### src/rtl/tvns_pkg.sv
// Shared types, codes and helper functions for the three-valued netlist settler.
// No dependencies; the datapath, controller and top level import this package.
package tvns_pkg;

  // Command codes
  localparam logic [2:0] CMD_CLEAR      = 3'd0;
  localparam logic [2:0] CMD_ADD        = 3'd1;
  localparam logic [2:0] CMD_CONNECT    = 3'd2;
  localparam logic [2:0] CMD_DISCONNECT = 3'd3;
  localparam logic [2:0] CMD_EVAL       = 3'd4;
  localparam logic [2:0] CMD_TRACE      = 3'd5;
  localparam logic [2:0] CMD_TRACE_FROM = 3'd6;

  // Gate kinds
  localparam logic [3:0] KIND_IN   = 4'd0;
  localparam logic [3:0] KIND_OUT  = 4'd1;
  localparam logic [3:0] KIND_AND  = 4'd2;
  localparam logic [3:0] KIND_OR   = 4'd3;
  localparam logic [3:0] KIND_NOT  = 4'd4;
  localparam logic [3:0] KIND_NAND = 4'd5;
  localparam logic [3:0] KIND_NOR  = 4'd6;
  localparam logic [3:0] KIND_XOR  = 4'd7;
  localparam logic [3:0] KIND_XNOR = 4'd8;
  localparam logic [3:0] KIND_BUF  = 4'd9;
  localparam logic [3:0] KIND_ZERO = 4'd10;
  localparam logic [3:0] KIND_ONE  = 4'd11;

  // Node levels
  localparam logic [1:0] LVL_ZERO = 2'd0;
  localparam logic [1:0] LVL_ONE  = 2'd1;
  localparam logic [1:0] LVL_X    = 2'd2;

  // Pin source encoding: an unconnected pin never matches a live node
  localparam int         SRC_W    = 6;
  localparam logic [5:0] SRC_NONE = 6'h20;

  // Datapath operations
  localparam logic [3:0] OP_NONE        = 4'd0;
  localparam logic [3:0] OP_CLEAR       = 4'd1;
  localparam logic [3:0] OP_ADD         = 4'd2;
  localparam logic [3:0] OP_CONNECT     = 4'd3;
  localparam logic [3:0] OP_DISCONNECT  = 4'd4;
  localparam logic [3:0] OP_START_A     = 4'd5;
  localparam logic [3:0] OP_START_B     = 4'd6;
  localparam logic [3:0] OP_DRIVE       = 4'd7;
  localparam logic [3:0] OP_SWEEP       = 4'd8;
  localparam logic [3:0] OP_SWEEP_COUNT = 4'd9;
  localparam logic [3:0] OP_CLR_CNT     = 4'd10;

  typedef struct packed {
    logic       take;        // open the request channel
    logic [3:0] op;
    logic       emit;        // load the result register
    logic       emit_masks;  // result carries level masks
    logic       emit_stable;
    logic       emit_glitch;
    logic       emit_last;
    logic [5:0] step;
    logic [5:0] settled;
  } dp_cmd_t;

  typedef struct packed {
    logic       accepted;
    logic [2:0] cmd;
    logic       next_stable;
    logic       drive_done;
    logic       out_free;
  } dp_stat_t;

  function automatic logic [1:0] default_pins(input logic [3:0] kind);
    logic [1:0] n;
    case (kind)
      KIND_IN, KIND_ZERO, KIND_ONE: n = 2'd0;
      KIND_OUT, KIND_NOT, KIND_BUF: n = 2'd1;
      default:                      n = 2'd2;
    endcase
    return n;
  endfunction

  function automatic logic is_variadic(input logic [3:0] kind);
    return kind == KIND_AND || kind == KIND_OR || kind == KIND_NAND ||
           kind == KIND_NOR || kind == KIND_XOR || kind == KIND_XNOR;
  endfunction

  // Resolve one gate from pin summary flags; controlling values win over unknowns
  function automatic logic [1:0] gate_level(input logic [3:0] kind, input logic any0,
                                            input logic any1, input logic anyx,
                                            input logic par);
    logic [1:0] r;
    case (kind)
      KIND_ZERO:          r = LVL_ZERO;
      KIND_ONE:           r = LVL_ONE;
      KIND_OUT, KIND_BUF: r = anyx ? LVL_X : (any1 ? LVL_ONE : LVL_ZERO);
      KIND_NOT:           r = anyx ? LVL_X : (any1 ? LVL_ZERO : LVL_ONE);
      KIND_AND:           r = any0 ? LVL_ZERO : (anyx ? LVL_X : LVL_ONE);
      KIND_NAND:          r = any0 ? LVL_ONE : (anyx ? LVL_X : LVL_ZERO);
      KIND_OR:            r = any1 ? LVL_ONE : (anyx ? LVL_X : LVL_ZERO);
      KIND_NOR:           r = any1 ? LVL_ZERO : (anyx ? LVL_X : LVL_ONE);
      KIND_XOR:           r = anyx ? LVL_X : {1'b0, par};
      KIND_XNOR:          r = anyx ? LVL_X : {1'b0, ~par};
      default:            r = LVL_X;
    endcase
    return r;
  endfunction

endpackage

### src/rtl/tvns_ctrl.sv
// Controller: sequences command decode, input drive, settling sweeps and trace beats.
// Depends on tvns_pkg.
module tvns_ctrl #(
  parameter int MAX_SWEEPS = 63
) (
  input  logic               clk,
  input  logic               rst,
  input  tvns_pkg::dp_stat_t stat,
  output tvns_pkg::dp_cmd_t  cmd
);
  import tvns_pkg::*;

  localparam logic [3:0] S_IDLE      = 4'd0;
  localparam logic [3:0] S_DECODE    = 4'd1;
  localparam logic [3:0] S_SIMPLE    = 4'd2;
  localparam logic [3:0] S_DRIVE     = 4'd3;
  localparam logic [3:0] S_SETTLE    = 4'd4;
  localparam logic [3:0] S_RESTART   = 4'd5;
  localparam logic [3:0] S_EVAL_OUT  = 4'd6;
  localparam logic [3:0] S_REC_START = 4'd7;
  localparam logic [3:0] S_REC_OUT   = 4'd8;

  logic [3:0] state, state_next;
  logic [5:0] sweeps, sweeps_next;
  logic       phase, phase_next;
  logic       stable_r, stable_r_next;
  logic       at_lim;
  logic       fin;

  assign at_lim = sweeps == 6'(MAX_SWEEPS);
  assign fin    = at_lim || stat.next_stable;

  always_comb begin
    state_next    = state;
    sweeps_next   = sweeps;
    phase_next    = phase;
    stable_r_next = stable_r;
    cmd           = '0;
    cmd.op        = OP_NONE;
    case (state)
      S_IDLE: begin
        cmd.take = 1'b1;
        if (stat.accepted) state_next = S_DECODE;
      end
      S_DECODE: begin
        if (stat.cmd == CMD_EVAL || stat.cmd == CMD_TRACE || stat.cmd == CMD_TRACE_FROM) begin
          cmd.op     = OP_START_A;
          phase_next = 1'b0;
          state_next = S_DRIVE;
        end else begin
          state_next = S_SIMPLE;
        end
      end
      // Execute table commands together with their single result beat
      S_SIMPLE: begin
        if (stat.out_free) begin
          case (stat.cmd)
            CMD_CLEAR:      cmd.op = OP_CLEAR;
            CMD_ADD:        cmd.op = OP_ADD;
            CMD_CONNECT:    cmd.op = OP_CONNECT;
            CMD_DISCONNECT: cmd.op = OP_DISCONNECT;
            default:        cmd.op = OP_NONE;
          endcase
          cmd.emit      = 1'b1;
          cmd.emit_last = 1'b1;
          state_next    = S_IDLE;
        end
      end
      S_DRIVE: begin
        if (stat.drive_done) begin
          sweeps_next = '0;
          if (stat.cmd == CMD_TRACE || (stat.cmd == CMD_TRACE_FROM && phase))
            state_next = S_REC_START;
          else
            state_next = S_SETTLE;
        end else begin
          cmd.op = OP_DRIVE;
        end
      end
      // Sweep until nothing moves or the sweep limit is hit
      S_SETTLE: begin
        if (stat.next_stable) begin
          stable_r_next = 1'b1;
          state_next    = (stat.cmd == CMD_EVAL) ? S_EVAL_OUT : S_RESTART;
        end else begin
          cmd.op      = OP_SWEEP;
          sweeps_next = sweeps + 6'd1;
          if (sweeps == 6'(MAX_SWEEPS - 1)) begin
            stable_r_next = 1'b0;
            state_next    = (stat.cmd == CMD_EVAL) ? S_EVAL_OUT : S_RESTART;
          end
        end
      end
      S_RESTART: begin
        cmd.op     = OP_START_B;
        phase_next = 1'b1;
        state_next = S_DRIVE;
      end
      S_EVAL_OUT: begin
        if (stat.out_free) begin
          cmd.emit        = 1'b1;
          cmd.emit_masks  = 1'b1;
          cmd.emit_stable = stable_r;
          cmd.emit_last   = 1'b1;
          state_next      = S_IDLE;
        end
      end
      S_REC_START: begin
        cmd.op      = OP_CLR_CNT;
        sweeps_next = '0;
        state_next  = S_REC_OUT;
      end
      // Emit the current step; advance one counted sweep unless this is the final beat
      S_REC_OUT: begin
        if (stat.out_free) begin
          cmd.emit       = 1'b1;
          cmd.emit_masks = 1'b1;
          cmd.step       = sweeps;
          if (fin) begin
            cmd.emit_last   = 1'b1;
            cmd.emit_stable = !at_lim;
            cmd.emit_glitch = 1'b1;
            cmd.settled     = sweeps;
            state_next      = S_IDLE;
          end else begin
            cmd.op      = OP_SWEEP_COUNT;
            sweeps_next = sweeps + 6'd1;
          end
        end
      end
      default: state_next = S_IDLE;
    endcase
  end

  always_ff @(posedge clk) begin
    if (rst) begin
      state    <= S_IDLE;
      sweeps   <= '0;
      phase    <= 1'b0;
      stable_r <= 1'b0;
    end else begin
      state    <= state_next;
      sweeps   <= sweeps_next;
      phase    <= phase_next;
      stable_r <= stable_r_next;
    end
  end

endmodule

### config.mk
export PLATFORM = sky130hd
export DESIGN_NAME = tvns_ctrl
export DESIGN_NICKNAME = d
export VERILOG_FILES = /design/src/rtl/tvns_pkg.sv /design/src/rtl/tvns_ctrl.sv
export SDC_FILE = /design/constraint.sdc
export NUM_CORES = 1
export LEC_CHECK = 0
export BUFFER_PORTS_ARGS = -buffer_cell sky130_fd_sc_hd__buf_4
export CAP_MARGIN = 20
export CORE_MARGIN = 3
export CORE_UTILIZATION = 46
export DETAILED_ROUTE_END_ITERATION = 7
export PLACE_DENSITY = 0.75
export SLEW_MARGIN = 20
export SYNTH_ARGS = -nofsm -noshare
export SYNTH_HDL_FRONTEND = slang
export SYNTH_SLANG_ARGS = --single-unit
### constraint.sdc
create_clock -name clk -period 2.1 [get_ports clk]
set_input_delay 0.105 -clock clk [delete_from_list [all_inputs] [get_ports clk]]
set_output_delay 0.105 -clock clk [all_outputs]
set_load 0.05 [all_outputs]
==> impl_results.md <==
- Startpoint types: flop
- Status: finished, final reports clean
- M1 GR Usage: 26.6%
- Die width: 55.0 um
- Tot GR Track Use: 21.0%
- Syn nets: 160
- Setup Fix Bufs, Post-CTS: 0
- Post-route ant nets: 0
- Share of cells above drive strength 1: 38.1%
- Pwr/cell area: 518 mW/mm^2
- Avg Inst Size Synth: 7.40 sq um
- Final hold violations: 0
- Residual DRC count: 0
- Req. time, crit path: 2000 ps
- Clk_lat worst skew: 280 ps
- Register area share after synthesis: 21.8%
- Reg2Reg Launch Point: sweeps[0]$_SDFFE_PP0P_
- Crit. End Element: primary output
- FF+latch count, synth: 12
- RR Endpoint: sweeps[3]$_SDFFE_PP0P_
- DP Cell Count: 205
- Peak supply drop: 0.000401 V
- Dpl hpwl: 2180 um
- Routability cong.: 0.861
- R2R setup slack: 90 ps
- Clock power share: 23.9%
- Final worst-path cycle share: 96.0%
- Fin worst setup slack: 83.9 ps
- Main flop type after synthesis: dfxtp_1
- Layout area overhead: 35.3%
- TNS Setup: 0 ps
- CTS Buf Count: 3
- Clock Skew: 10.4 ps
- Worst r2r path cells: 6
- Initial Util: 49.4%
- Total gr overflow: 0
- I/O pins: 31
- GRT Max-Usage Layer: met2
- Internal power: 0.464 mW
- # rows: 17
- IO buf count: 30
- Global-route wire length before repair: 4740 um
- Yosys warnings: 0
- Drt first pass iters: 4
- Drt initial violations: 22
- Worst Setup Path Type: reg -> out
- Detailed Route WL: 2950 um
- Post-layout nets: 193
- Met3 Usage GRT: 2.41%
- Worst Path Max Fanout: 8
- Design area: 0.00149 sq mm
- Psw: 0.309 mW
- CTS tree: done
- Synthesized area: 0.00110 sq mm
- Distinct cell type count after synthesis: 44
- Placement Setup Slack: 26.2 ps
- Die Footprint: 0.00302 sq mm
- Switching fraction of total power: 40.0%
- Max_slew headroom: 74.2%
- Least-Margin Pin Slew: 387 ps
- H-tree depth: 1
- RSZ-0062 raised after global routing: no
- Lkg Pwr: 0.549 nW
- Count leader, synth: a21oi_1
- Initial antenna violation count: 0
- Final Core Density: 66.8%
- Final slew viol count: 0
- Number of global-route vias before repair: 1091
- Clock sink count: 12
- Vias: 1215
- WL/cell: 14.1 um
- Clock buffer depth: 2
- Post-synth top cells: a21oi_1, and2_1, dfxtp_1, nand2_1
- Clock root buffer: clkbuf_4
- Met2 capacity usage during global routing: 35.8%
- Largest net degree at the start of global routing: 19
- Routed vias/inst: 5.81
- Area leader, netlist: dfxtp_1
- Minimum clock period: 2020 ps
- Fin cells: 209
- EDFF count, synth: 0
- Die height: 55.0 um
- Combinational fraction of design power: 43.9%
- Reg clk slew, reported paths: 80 ps
- ANT cells: 0
- Post-synthesis async set-or-reset flop share: 0%
- Worst EP arrival: 1910 ps
- Final setup fails: 0
- Yosys top cell area share: 21.8%
- Hold Path Origin: rst
- Sequential share of power: 32.2%
- Hold Crit Depth: 2
- Maximum capacitance violations: 0
- HP Class: in -> reg
- Synth area leaders: dfxtp_1, and2_1, a21oi_1
- Worst Hold End: sweeps[4]$_SDFFE_PP0P_
- Cells after Synth: 149
- Core Area: 0.00223 sq mm
- Area after DPL: 0.00140 sq mm
- Max Freq: 496 MHz
==> through the flow <==
step | hold WS, ps | power, mW
2_1_floorplan | 206 | 0.494
3_3_place_gp | 392 | 0.577
3_5_place_dp | 389 | 0.582
4_1_cts | 100 | 0.765
5_1_grt | 86.9 | 0.821
6_report | 86.6 | 0.773
==> per-layer routing <==
metal / up-vias / share of wire, % / wire, um
li1: 612 / - / -
met1: 557 / 42 / 1250
met2: 42 / 50 / 1470
met3: 4 / 7.1 / 211
met4: 0 / 0.98 / 29
met5: - / 0 / 0
==> sequential cells by signal, summed over array words and instances (netlist names) <==
name / flops
phase: 1
stable_r: 1
state: 4
sweeps: 6
==> power by group through the flow <==
| stage | Sequential (mW) | Clock [mW] | Combinational, mW |
|---|---|---|---|
| 6_report | 0.249 | 0.185 | 0.339 |
| 3_5_place_dp | 0.253 | 0 | 0.329 |
| 3_3_place_gp | 0.252 | 0 | 0.325 |
| 4_1_cts | 0.248 | 0.185 | 0.332 |
| 5_1_grt | 0.251 | 0.201 | 0.369 |
| 2_1_floorplan | 0.256 | 0 | 0.238 |
==> repair_timing <==
| item | in CTS | in global routing |
|---|---|---|
| pin swaps | 0 | 2 |
| gates resized for setup | 4 | 14 |
| endpoints found under the setup margin | 9 | 18 |
| hold buffers | 0 | 0 |
==> worst max-delay path, cell delays in order, from the launching register on <==
cell and delay (ps):
dfxtp_2 350, or3b_4 430, buf_4 190, or3b_1 360
a21oi_2 140, buf_6 170
==> cells by family after synthesis <==
family | Yosys count | synth area share, %
buffers and inverters | 14 | 6.24
DFF | 12 | 21.8
xor gates and xnor gates | 2 | 1.59
adders and majority gates | 2 | 2.27
and+or+nand+nor | 76 | 41.4
AOI/OAI and AO/OA | 43 | 26.7
==> cell usage in the layout, fill, tap and decap left out, drive strengths merged, types with 5 or more instances in the layout <==
master / netlist / layout
o21ai: 11 / 11
buf: 3 / 39
and2: 13 / 13
nand2: 12 / 12
dfxtp: 12 / 12
a21oi: 15 / 15
nand2b: 6 / 6
nor2b: 8 / 8
nand3: 5 / 5
==> final cells by class <==
class	count	area, sq um
fill	201	742
inverter	3	11.3
sequential	12	246
timing repair buffer	39	297
tap	28	35.0
clock buffer	4	36.3
multi-input combinational	123	866
==> worst max path at each step <==
stage                           startpoint  depth (start not counted)                endpoint  slack (ps)
finish               state[1]$_SDFFE_PP0P_                          5                 cmd[14]          80
CTS                 sweeps[0]$_SDFFE_PP0P_                          6                 cmd[14]           7
floorplan           sweeps[0]$_SDFFE_PP0P_                          5                 cmd[14]         -40
detailed placement  sweeps[0]$_SDFFE_PP0P_                          6  sweeps[3]$_SDFFE_PP0P_          30
global placement    sweeps[0]$_SDFFE_PP0P_                          6  sweeps[3]$_SDFFE_PP0P_         110
global route         state[1]$_SDFFE_PP0P_                          5                 cmd[14]          20
No activity file was read; power rests on OpenSTA's default activity.
